--- config.mk ---
export PLATFORM = sky130hd
export DESIGN_NAME = pwm_channel_timer_allocator
export DESIGN_NICKNAME = d
export VERILOG_FILES = /design/src/hw/rtl/pcta_pkg.sv /design/src/hw/rtl/pcta_ram.sv /design/src/hw/rtl/pwm_channel_timer_allocator.sv
export SDC_FILE = /design/constraint.sdc
export NUM_CORES = 1
export LEC_CHECK = 0
export BUFFER_PORTS_ARGS = -buffer_cell sky130_fd_sc_hd__buf_2
export CORE_MARGIN = 10
export CORE_UTILIZATION = 45
export CTS_CLUSTER_DIAMETER = 30
export DETAILED_ROUTE_END_ITERATION = 6
export PLACE_DENSITY = 0.65
export SETUP_SLACK_MARGIN = 0.3
export SLEW_MARGIN = 5
export SYNTH_ARGS = -nofsm -noshare
export SYNTH_HDL_FRONTEND = slang
export SYNTH_SLANG_ARGS = --single-unit
--- constraint.sdc ---
create_clock -name clk_i -period 5.3 [get_ports clk_i]
set_input_delay 0.795 -clock clk_i [delete_from_list [all_inputs] [get_ports clk_i]]
set_output_delay 0.795 -clock clk_i [all_outputs]
set_load 0.1 [all_outputs]
--- src/hw/rtl/pcta_pkg.sv ---
// Package of the PWM channel timer allocator: sizes, status codes and table entry type.
// Depends on nothing; used by the top level and the checker.
package pcta_pkg;

  localparam int unsigned NUM_CHANNELS = 8;
  localparam int unsigned NUM_TIMERS   = 4;
  localparam int unsigned DUTY_BITS    = 10;
  localparam int unsigned PIN_BITS     = 6;

  localparam int unsigned FREQ_W   = 26;
  localparam int unsigned DUTY_W   = 10;
  localparam int unsigned STATUS_W = 3;
  localparam int unsigned CH_W     = (NUM_CHANNELS > 1) ? $clog2(NUM_CHANNELS) : 1;
  localparam int unsigned TM_W     = (NUM_TIMERS > 1) ? $clog2(NUM_TIMERS) : 1;

  // One scan step per timer frequency read, then one per channel entry read.
  localparam int unsigned SCAN_LEN = NUM_TIMERS + NUM_CHANNELS;
  localparam int unsigned STEP_W   = $clog2(SCAN_LEN);

  localparam logic [DUTY_W-1:0] DUTY_MAX = DUTY_W'((64'd1 << DUTY_BITS) - 64'd1);

  typedef enum logic [STATUS_W-1:0] {
    ST_ADDED     = 3'd0,
    ST_UPDATED   = 3'd1,
    ST_REMOVED   = 3'd2,
    ST_NO_FREE   = 3'd3,
    ST_NOT_FOUND = 3'd4
  } status_e;

  typedef struct packed {
    logic [PIN_BITS-1:0] pin;
    logic [TM_W-1:0]     timer;
  } chan_entry_t;

endpackage

--- src/hw/rtl/pcta_ram.sv ---
// Generic single-clock RAM with one write port and one registered read port.
// Depends on nothing; instantiated by the allocator top level.
module pcta_ram #(
  parameter int unsigned DEPTH = 8,
  parameter int unsigned WIDTH = 8,
  localparam int unsigned AW = (DEPTH > 1) ? $clog2(DEPTH) : 1
) (
  input  logic             clk_i,
  input  logic             we_i,
  input  logic [AW-1:0]    waddr_i,
  input  logic [WIDTH-1:0] wdata_i,
  input  logic             re_i,
  input  logic [AW-1:0]    raddr_i,
  output logic [WIDTH-1:0] rdata_o
);

  logic [WIDTH-1:0] mem_q [DEPTH];
  logic [WIDTH-1:0] rdata_q;

  always_ff @(posedge clk_i) begin
    if (we_i) begin
      mem_q[waddr_i] <= wdata_i;
    end
  end

  always_ff @(posedge clk_i) begin
    if (re_i) begin
      rdata_q <= mem_q[raddr_i];
    end
  end

  assign rdata_o = rdata_q;

endmodule

--- src/hw/rtl/pwm_channel_timer_allocator.sv ---
// Top level of the PWM channel timer allocator: control, scan and commit logic.
// Depends on pcta_pkg and pcta_ram (channel table and timer frequency memories).
//
//   Channel   Direction  Handshake               Payload
//   request   in         in_valid_i / in_ready_o  pin_number_i, frequency_hz_i, duty_code_i
//   result    out        out_valid_o / out_ready_i status_o, channel_index_o, timer_index_o,
//                                                 timer_configured_o, duty_out_o
//
// The block reads the four timer frequencies and then the eight channel entries from two
// synchronous memories, one read per cycle, handles the last read data in S_LAST and
// commits the result in S_COMMIT, then returns to idle.
// Reset clears the channel in-use flags, the used-timer mask and all control state; the
// memories are not cleared, since the data of an entry is only used after it was written.
// A result waiting on out_ready_i does not block the next request transfer; only the
// commit of that next request waits until the output register is free.
module pwm_channel_timer_allocator
  import pcta_pkg::*;
(
  input  logic                clk_i,
  input  logic                rst_ni,
  input  logic                in_valid_i,
  output logic                in_ready_o,
  input  logic [PIN_BITS-1:0] pin_number_i,
  input  logic [FREQ_W-1:0]   frequency_hz_i,
  input  logic [DUTY_W-1:0]   duty_code_i,
  output logic                out_valid_o,
  input  logic                out_ready_i,
  output logic [STATUS_W-1:0] status_o,
  output logic [CH_W-1:0]     channel_index_o,
  output logic [TM_W-1:0]     timer_index_o,
  output logic                timer_configured_o,
  output logic [DUTY_W-1:0]   duty_out_o
);

  typedef enum logic [3:0] {
    S_IDLE   = 4'b0001,
    S_SCAN   = 4'b0010,
    S_LAST   = 4'b0100,
    S_COMMIT = 4'b1000
  } state_e;

  state_e state_q, state_d;

  // Request held for the whole scan.
  logic [PIN_BITS-1:0] pin_q;
  logic [FREQ_W-1:0]   freq_q;
  logic [DUTY_W-1:0]   duty_q;

  // Scan sequencing: step_q issues a read, rd_step_q tags the data that comes back.
  logic [STEP_W-1:0] step_q;
  logic [STEP_W-1:0] rd_step_q;
  logic              rd_valid_q;

  // Values gathered by the scan.
  logic [NUM_TIMERS-1:0] match_q;              // timer runs at the requested frequency
  logic [1:0]            users_q [NUM_TIMERS]; // in-use channels per timer, saturating at 2
  logic                  found_q;              // pin is held by an in-use channel
  logic [CH_W-1:0]       ch_q;
  logic [TM_W-1:0]       cur_q;                // timer bound to that channel
  logic                  tmf_q;                // a channel already runs a timer at freq_q
  logic [TM_W-1:0]       tm_q;

  // Architectural state kept in flops.
  logic [NUM_CHANNELS-1:0] in_use_q, in_use_d;
  logic [NUM_TIMERS-1:0]   mask_q, mask_d;

  // Output register.
  logic                out_valid_q;
  logic [STATUS_W-1:0] status_q, status_d;
  logic [CH_W-1:0]     res_ch_q, res_ch_d;
  logic [TM_W-1:0]     res_tm_q, res_tm_d;
  logic                res_cfg_q, res_cfg_d;
  logic [DUTY_W-1:0]   res_duty_q, res_duty_d;

  // Memory ports.
  logic              tf_we, tf_re;
  logic [TM_W-1:0]   tf_waddr, tf_raddr;
  logic [FREQ_W-1:0] tf_rdata;
  logic              ce_we, ce_re;
  logic [CH_W-1:0]   ce_waddr, ce_raddr;
  chan_entry_t       ce_wdata, ce_rdata;

  logic            in_fire, commit_fire, scan_timer_phase, rd_timer_phase;
  logic [CH_W-1:0] rd_ch;
  logic [TM_W-1:0] rd_tm;
  logic            free_ch_ok, free_tm_ok, shared;
  logic [CH_W-1:0] free_ch;
  logic [TM_W-1:0] free_tm, tm_sel;

  assign in_ready_o  = (state_q == S_IDLE);
  assign in_fire     = in_valid_i && in_ready_o;
  assign commit_fire = (state_q == S_COMMIT) && (!out_valid_q || out_ready_i);

  // Timer frequencies are read in the first steps of the scan, channel entries after.
  assign scan_timer_phase = (step_q < STEP_W'(NUM_TIMERS));
  assign rd_timer_phase   = (rd_step_q < STEP_W'(NUM_TIMERS));
  assign rd_tm            = rd_step_q[TM_W-1:0];
  assign rd_ch            = CH_W'(rd_step_q - STEP_W'(NUM_TIMERS));

  assign tf_re    = (state_q == S_SCAN) && scan_timer_phase;
  assign tf_raddr = step_q[TM_W-1:0];
  assign ce_re    = (state_q == S_SCAN) && !scan_timer_phase;
  assign ce_raddr = CH_W'(step_q - STEP_W'(NUM_TIMERS));

  // Writes only happen at commit and reads only during the next request's scan, so a
  // read never overlaps a write to the same entry.
  pcta_ram #(
    .DEPTH (NUM_TIMERS),
    .WIDTH (FREQ_W)
  ) u_timer_freq (
    .clk_i   (clk_i),
    .we_i    (tf_we),
    .waddr_i (tf_waddr),
    .wdata_i (freq_q),
    .re_i    (tf_re),
    .raddr_i (tf_raddr),
    .rdata_o (tf_rdata)
  );

  pcta_ram #(
    .DEPTH (NUM_CHANNELS),
    .WIDTH ($bits(chan_entry_t))
  ) u_chan_table (
    .clk_i   (clk_i),
    .we_i    (ce_we),
    .waddr_i (ce_waddr),
    .wdata_i (ce_wdata),
    .re_i    (ce_re),
    .raddr_i (ce_raddr),
    .rdata_o (ce_rdata)
  );

  always_comb begin
    state_d = state_q;
    case (state_q)
      S_IDLE: begin
        if (in_fire) begin
          state_d = S_SCAN;
        end
      end
      S_SCAN: begin
        if (step_q == STEP_W'(SCAN_LEN - 1)) begin
          state_d = S_LAST;
        end
      end
      S_LAST: begin
        state_d = S_COMMIT;
      end
      S_COMMIT: begin
        if (commit_fire) begin
          state_d = S_IDLE;
        end
      end
      default: begin
        state_d = S_IDLE;
      end
    endcase
  end

  // Commit decision, worked out from the values the scan gathered.
  always_comb begin
    free_ch_ok = 1'b0;
    free_ch    = '0;
    for (int i = NUM_CHANNELS - 1; i >= 0; i--) begin
      if (!in_use_q[i]) begin
        free_ch_ok = 1'b1;
        free_ch    = CH_W'(i);
      end
    end
    free_tm_ok = 1'b0;
    free_tm    = '0;
    for (int i = NUM_TIMERS - 1; i >= 0; i--) begin
      if (!mask_q[i]) begin
        free_tm_ok = 1'b1;
        free_tm    = TM_W'(i);
      end
    end
  end

  // The requesting channel itself is one user of its timer, so two users means shared.
  assign shared = (users_q[cur_q] >= 2'd2);
  assign tm_sel = tmf_q ? tm_q : free_tm;

  always_comb begin
    in_use_d   = in_use_q;
    mask_d     = mask_q;
    tf_we      = 1'b0;
    tf_waddr   = tm_sel;
    ce_we      = 1'b0;
    ce_waddr   = ch_q;
    ce_wdata   = '{pin: pin_q, timer: tm_sel};
    status_d   = ST_NO_FREE;
    res_ch_d   = '0;
    res_tm_d   = '0;
    res_cfg_d  = 1'b0;
    res_duty_d = '0;
    if (freq_q == '0) begin
      if (!found_q) begin
        status_d = ST_NOT_FOUND;
      end else begin
        if (!shared) begin
          mask_d[cur_q] = 1'b0;
        end
        in_use_d[ch_q] = 1'b0;
        status_d       = ST_REMOVED;
        res_ch_d       = ch_q;
        res_tm_d       = cur_q;
      end
    end else if (found_q) begin
      if (match_q[cur_q]) begin
        // Same frequency: the binding stays, only the duty changes.
        status_d   = ST_UPDATED;
        res_ch_d   = ch_q;
        res_tm_d   = cur_q;
        res_duty_d = duty_q;
      end else if (tmf_q || free_tm_ok) begin
        if (!tmf_q) begin
          tf_we          = 1'b1;
          mask_d[tm_sel] = 1'b1;
          res_cfg_d      = 1'b1;
        end
        if (!shared) begin
          mask_d[cur_q] = 1'b0;
        end
        ce_we      = 1'b1;
        status_d   = ST_UPDATED;
        res_ch_d   = ch_q;
        res_tm_d   = tm_sel;
        res_duty_d = duty_q;
      end
    end else if (free_ch_ok && (tmf_q || free_tm_ok)) begin
      if (!tmf_q) begin
        tf_we     = 1'b1;
        res_cfg_d = 1'b1;
      end
      in_use_d[free_ch] = 1'b1;
      mask_d[tm_sel]    = 1'b1;
      ce_we             = 1'b1;
      ce_waddr          = free_ch;
      status_d          = ST_ADDED;
      res_ch_d          = free_ch;
      res_tm_d          = tm_sel;
      res_duty_d        = duty_q;
    end
    if (!commit_fire) begin
      tf_we    = 1'b0;
      ce_we    = 1'b0;
      in_use_d = in_use_q;
      mask_d   = mask_q;
    end
  end

  always_ff @(posedge clk_i or negedge rst_ni) begin
    if (!rst_ni) begin
      state_q     <= S_IDLE;
      step_q      <= '0;
      rd_step_q   <= '0;
      rd_valid_q  <= 1'b0;
      in_use_q    <= '0;
      mask_q      <= '0;
      out_valid_q <= 1'b0;
      found_q     <= 1'b0;
      tmf_q       <= 1'b0;
      match_q     <= '0;
      ch_q        <= '0;
      cur_q       <= '0;
      tm_q        <= '0;
      for (int i = 0; i < NUM_TIMERS; i++) begin
        users_q[i] <= '0;
      end
    end else begin
      state_q    <= state_d;
      rd_valid_q <= (state_q == S_SCAN);
      rd_step_q  <= step_q;
      in_use_q   <= in_use_d;
      mask_q     <= mask_d;

      if (state_q == S_SCAN) begin
        step_q <= step_q + STEP_W'(1);
      end

      if (in_fire) begin
        step_q  <= '0;
        found_q <= 1'b0;
        tmf_q   <= 1'b0;
        for (int i = 0; i < NUM_TIMERS; i++) begin
          users_q[i] <= '0;
        end
      end

      // Scan data arrives in the cycle after its read was issued.
      if (rd_valid_q) begin
        if (rd_timer_phase) begin
          match_q[rd_tm] <= (tf_rdata == freq_q);
        end else if (in_use_q[rd_ch]) begin
          if (!found_q && (ce_rdata.pin == pin_q)) begin
            found_q <= 1'b1;
            ch_q    <= rd_ch;
            cur_q   <= ce_rdata.timer;
          end
          if (!tmf_q && match_q[ce_rdata.timer]) begin
            tmf_q <= 1'b1;
            tm_q  <= ce_rdata.timer;
          end
          if (users_q[ce_rdata.timer] < 2'd2) begin
            users_q[ce_rdata.timer] <= users_q[ce_rdata.timer] + 2'd1;
          end
        end
      end

      if (commit_fire) begin
        out_valid_q <= 1'b1;
      end else if (out_ready_i) begin
        out_valid_q <= 1'b0;
      end
    end
  end

  // Payload registers.
  always_ff @(posedge clk_i) begin
    if (in_fire) begin
      pin_q  <= pin_number_i;
      freq_q <= frequency_hz_i;
      duty_q <= (duty_code_i > DUTY_MAX) ? DUTY_MAX : duty_code_i;
    end
    if (commit_fire) begin
      status_q   <= status_d;
      res_ch_q   <= res_ch_d;
      res_tm_q   <= res_tm_d;
      res_cfg_q  <= res_cfg_d;
      res_duty_q <= res_duty_d;
    end
  end

  assign out_valid_o        = out_valid_q;
  assign status_o           = status_q;
  assign channel_index_o    = res_ch_q;
  assign timer_index_o      = res_tm_q;
  assign timer_configured_o = res_cfg_q;
  assign duty_out_o         = res_duty_q;

endmodule

* Word-level counts from Yosys, hierarchy flattened
Memories as Yosys holds them, arrays and structs flattened. A register that Yosys moved wholly into a read port is not among the register bits.
Index checks and enable logic that the tools add are counted.
** Word-level totals
- Input bits :: 46
- Word-level logic and storage cells :: 238
- Register bits after elaboration :: 108
- Memories :: 2
- RAM bits :: 168
** Memory list
- u_timer_freq.mem_q :: words 4, bits a word 26, rd ports 1, clocked after memory_dff 1, write ports 1, line pcta_ram.sv:17 : logic [WIDTH-1:0] mem_q [DEPTH];
- u_chan_table.mem_q :: words 8, bits a word 8, rd ports 1, clocked after memory_dff 1, write ports 1, line pcta_ram.sv:17
** Operators by class
- Reductions and logical operators :: 29
- $add $sub $neg :: 4
- Order comparisons :: 20
- Muxes and demuxes :: 133
- Bitwise logic cells :: 10
- Equal/unequal tests :: 15
** Operators by type and width (count)
- $mux W4 :: 18
- $mux W8 :: 9
- $mux W3 :: 20
- $mux W1 :: 49
- $mux W10 :: 4
- $mux W2 :: 19
- $eq A26 B26 Y1 :: 1
- $logic_not A26 Y1 :: 1
- $pmux W4 S4 :: 1
- $logic_and A1 B1 Y1 :: 13
- $lt A2 B3 Y1 const B :: 4
- $lt A3 B4 Y1 const B :: 3
- $reduce_and A4 Y1 :: 3
- $gt A10 B10 Y1 const B :: 1
- $and A4 B4 Y4 :: 2
- $and A8 B8 Y8 :: 1
- $bmux W2 S2 :: 2
- $bwmux W8 :: 1
- $eq A4 B4 Y1 const B :: 2
- $lt A4 B3 Y1 const B :: 2
- $not A8 Y8 :: 1
- $or A8 B8 Y8 :: 1
- $demux W1 S2 :: 3
- $demux W1 S3 :: 2
- other kinds (31) :: 48

* Depth between registers and ports, before layout
- Word-level depth :: 21
- Depth in mapped cells :: 7
- Gate-level depth less buffers :: 7

* Hierarchy
A second synthesis with hierarchy kept.
** Unflattened totals
- Cells, all modules :: 702
- Area total of the unflattened synthesis :: 12572.1 µm²
** By module, submodules not included
- pwm_channel_timer_allocator :: times used 1, seq. area each 3009.1 µm², cells an instance 422, area each 5191.2 µm²
- pcta_ram at u_timer_freq :: times used 1, seq. area each 3903.7 µm², cells an instance 166, area each 4609.4 µm²
- pcta_ram at u_chan_table :: times used 1, seq. area each 2162.1 µm², cells an instance 114, area each 2771.4 µm²

* Worst setup path before layout
Ideal clock, no wire load.
- Kind :: register to register
- From :: register out_valid_q, in the netlist out_valid_o
- To :: memory u_timer_freq.mem_q[2][0] (netlist name), enable pin
- Library setup time :: 442 ps
- Arrival time :: 3466 ps
- Cell stages (with the launch flop) :: 5
- Buffers on the path :: 0
- Slack :: 1393 ps
- Cell sequence :: dfrtp_1 or2b_1 nand2b_4 or4_4 nor3_1
** Between the ends
- Cells in the longest elaborated chain, start to end :: 6
** RTL lines
- start, declared :: line pwm_channel_timer_allocator.sv:68 : logic out_valid_q;
- start signal, assigned :: line pwm_channel_timer_allocator.sv:261 : out_valid_q <= 1'b0;
- start signal, assigned :: line pwm_channel_timer_allocator.sv:312 : out_valid_q <= 1'b1;
- start signal, assigned :: line pwm_channel_timer_allocator.sv:314 : out_valid_q <= 1'b0;
- $logic_not A1 Y1 :: line pwm_channel_timer_allocator.sv:92 : assign commit_fire = (state_q == S_COMMIT) && (!out_valid_q || out_ready_i);
- $logic_or A1 B1 Y1 :: line pwm_channel_timer_allocator.sv:92
- $logic_and A1 B1 Y1 :: line pwm_channel_timer_allocator.sv:92
- $mux W1 :: line pwm_channel_timer_allocator.sv:245 : if (!commit_fire) begin
- $mux W1 :: line pcta_ram.sv:21 : if (we_i) begin
- $mux W1 (not written as such) :: line pcta_ram.sv:22 : mem_q[waddr_i] <= wdata_i;
- end, declared :: line pcta_ram.sv:17
No other way between the ends.

* Final worst setup path
- From :: register freq_q[6]
- To :: memory u_chan_table.mem_q[20][0], in the netlist u_chan_table.mem_q[5][0], enable pin
** Between the ends
- Cells in the longest elaborated chain, start to end :: 5
- Elaborated cells between the ends (all ways) :: 6
- Those cells by class :: mux (5); reduce/logical (1)
** RTL lines
- start, declared :: line pwm_channel_timer_allocator.sv:46 : logic [FREQ_W-1:0] freq_q;
- start signal, assigned :: line pwm_channel_timer_allocator.sv:323 : freq_q <= frequency_hz_i;
- $logic_not A26 Y1 * :: line pwm_channel_timer_allocator.sv:197 : if (freq_q == '0) begin
- $mux W1 :: line pwm_channel_timer_allocator.sv:197
- $mux W1 :: line pwm_channel_timer_allocator.sv:245
- $mux W1 :: line pcta_ram.sv:21
- $mux W1 (not written as such) :: line pcta_ram.sv:22
- end, declared :: line pcta_ram.sv:17
Mark *: on every way between the ends. The rest lies on a longest branch, timed or not.

==> out/results.txt <==
drt first pass iters: 5
GRT Total Usage: 0.159
Commonest cells post-synth: 263 x edfxtp_1, 48 x mux4_2, 46 x dfrtp_1
Slew Limit Fails: 0
placeable core region: 27000 sq um
Initial DRC Count: 493
Worst Path Max Fanout: 8
total CTS buffers: 60
Clock Pin Slew Worst Setup and Hold Paths: 50 ps
Initial Util: 0.459
FF+latch count, synth: 310
Post-Synthesis Cell Area: 12400 sq um
most frequent cell after synthesis: edfxtp_1
Synth warnings: 0
RSZ-0062 raised after global routing: no
worst-margin pin slew: 1230 ps
mean post-synth cell area: 17.9 sq um
largest net degree at the start of global routing: 48
H-tree depth: 2
global placement routability congestion: 0.890
routed length per instance: 22.1 um
fin nets: 849
total grt overflow: 0
Hold Startpoint: frequency_hz_i[19]
hold path endpoint: freq_q[19]$_DFFE_PP_
Mapped Nets: 739
crit path DAT: 3790 ps
die height: 186 um
setup bufs post-CTS: 0
port bufs: 66
CTS tree: built
Max-Cap Viols: 0
cell taking the most area after synthesis: edfxtp_1
pwr/cell area: 523 nW/um^2
WS Path Type: reg -> reg
hold crit path type: in -> reg
area of the multi-input gates: 3170 sq um
initial antenna violation count: 1
WP data required: 5500 ps
async set-reset flop share out of synthesis: 0.152
Final ANT Viol Nets: 0
count of clock tree sinks: 310
run status: completed
Worst setup EP type: register
Max clock buf depth: 3
skew final: 61.8 ps
share of layout cells above drive strength 1: 0.325
Synth area leaders: edfxtp_1 64%, dfrtp_1 9.3%, mux4_2 8.7%
Yosys cell types: 69
setup_tns: 0 ps
Syn Inst Count: 692
ys flop type: edfxtp_1
cts hold-fix bufs: 0
final worst slack: 1700 ps
# diodes: 0
leakage: 5.27 nW
Reg2Reg Launch Point: freq_q[6]$_DFFE_PP_
Worst Reg-to-Reg Cells: 5
FMAX: 278 MHz
sequential-to-total area share from yosys stat: 0.731
EDFF count, synth: 263
post-CTS sizing: 0
clock root buffer: clkbuf_16
R2R Setup Slk: 1700 ps
first-pass GRT wire length: 42.0 mm
clock latency on the worst-skew pair: 600 ps
Layout fillers: 2047
DRC Markers: 0
Worst VDD drop: 302 uV
Reg area: 9080 sq um
Critical Path Start Type: register
via count: 6784
Setup Viol. Count Final: 0
number of global-route vias before repair: 7278
DP Worst Slack: 1620 ps
Yosys top cell area share: 0.637
FF-to-FF End: u_chan_table.mem_q[5][0]$_DFFE_PP_
num ports: 67
area grow syn2layout: 22.1%
period utilisation layout: 0.678
die outline area: 34600 sq um
number of vias per cell: 5.68
fin crit period: 3600 ps
final WL: 26.4 mm
Hold Path Depth: 1
final hold viol count: 0
Worst slew margin: 0.173
Die Wd: 186 um
row cnt: 60
Hold Slack: 373 ps
dpl hpwl: 16.6 mm
-- final cells by class --
cell class | instances | area share
Multi-Input combinational cell | 334 | 0.209
Tap cell | 341 | 0.0282
Inverter | 17 | 0.00421
Sequential cell | 310 | 0.599
Clock inverter | 48 | 0.0309
Clock buffer | 65 | 0.100
Timing Repair Buffer | 79 | 0.0282
-- sequential cells by signal, indices dropped and copies added, names as in the netlist, 3 cells and up --
name and flops:
duty_q 10, duty_out_o 10, state_q 4, ch_q 3
in_use_q 8, rd_step_q 4, u_chan_table.rdata_o 8, status_o 3
match_q 4, pin_q 6, users_q 8, u_timer_freq.rdata_o 26
step_q 4, channel_index_o 3, u_timer_freq.mem_q 104, freq_q 26
u_chan_table.mem_q 64, mask_q 4
-- kinds of logic after synthesis --
logic type / after synthesis / synth area share
DFF: 310 / 0.731
AOI/OAI and AO/OA: 71 / 0.0420
adders and majority gates: 1 / 0.00101
buffers and inverters: 48 / 0.0160
muxes: 75 / 0.112
and+or+nand+nor: 151 / 0.0720
xor gates and xnor gates: 36 / 0.0254
-- cells in the final DEF, fill, tap and decap left out, types with 5 or more instances in the layout --
| cell type | count |
|---|---|
| o21ai_0 | 15 |
| nor4_1 | 15 |
| inv_1 | 13 |
| buf_4 | 13 |
| clkinv_4 | 15 |
| xor2_1 | 20 |
| nor3_1 | 7 |
| o22ai_1 | 6 |
| clkinv_2 | 6 |
| nor2b_1 | 5 |
| mux4_2 | 48 |
| mux2_2 | 16 |
| edfxtp_1 | 263 |
| xnor2_1 | 16 |
| and2_1 | 14 |
| nand2_1 | 30 |
| a21oi_1 | 9 |
| nand4_1 | 11 |
| dfrtp_1 | 44 |
| clkbuf_1 | 5 |
| buf_2 | 66 |
| nand3_1 | 11 |
| clkbuf_16 | 60 |
| o31ai_1 | 9 |
| mux2i_1 | 7 |
| nor3_2 | 5 |
| clkinvlp_4 | 8 |
| nor2_1 | 22 |
| clkinv_1 | 9 |
-- how the worst max path moves through the flow --
stage	cells past startpoint	end	slack, ps	from
4_1_cts	5	u_chan_table.mem_q[7][5]$_DFFE_PP_	1590	freq_q[6]$_DFFE_PP_
3_3_place_gp	5	u_chan_table.mem_q[7][5]$_DFFE_PP_	1660	freq_q[6]$_DFFE_PP_
5_1_grt	5	u_chan_table.mem_q[5][5]$_DFFE_PP_	1380	freq_q[6]$_DFFE_PP_
2_1_floorplan	4	u_timer_freq.mem_q[2][0]$_DFFE_PP_	1390	out_valid_o$_DFFE_PN0P_
3_5_place_dp	5	u_chan_table.mem_q[5][6]$_DFFE_PP_	1620	freq_q[6]$_DFFE_PP_
6_report	5	u_chan_table.mem_q[5][0]$_DFFE_PP_	1700	freq_q[6]$_DFFE_PP_
-- per-layer routing --
layer / vias up / track usage / routed length (um)
li1: 3010 / - / -
met1: 3480 / 0.210 / 11300
met2: 241 / 0.249 / 12600
met3: 51 / 0.0433 / 1970
met4: 2 / 0.0532 / 519
met5: - / 0 / 8
-- worst max-delay path: stages (launching register included) --
cell,delay (ps)
edfxtp_1,470
nor4_1,570
nand4_1,410
o21ai_4,420
nand2_1,250
a211oi_1,1070
-- through the flow --
step / cells / utilization / power (mW) / area [sq um]
5_1_grt: 1194 / 0.561 / 8.26 / 15200
3_3_place_gp: 1081 / 0.487 / 4.34 / 13200
6_report: 1194 / 0.561 / 7.92 / 15200
3_5_place_dp: 1081 / 0.487 / 4.38 / 13200
4_1_cts: 1194 / 0.560 / 8.01 / 15100
2_1_floorplan: 692 / - / 4.04 / 12400
-- report_power, final --
| part | switching, mW | internal [mW] |
|---|---|---|
| logic | 0.632 | 0.454 |
| registers | 0.227 | 3.01 |
| clock network | 1.30 | 2.30 |
(Power assumes the default switching activity.)
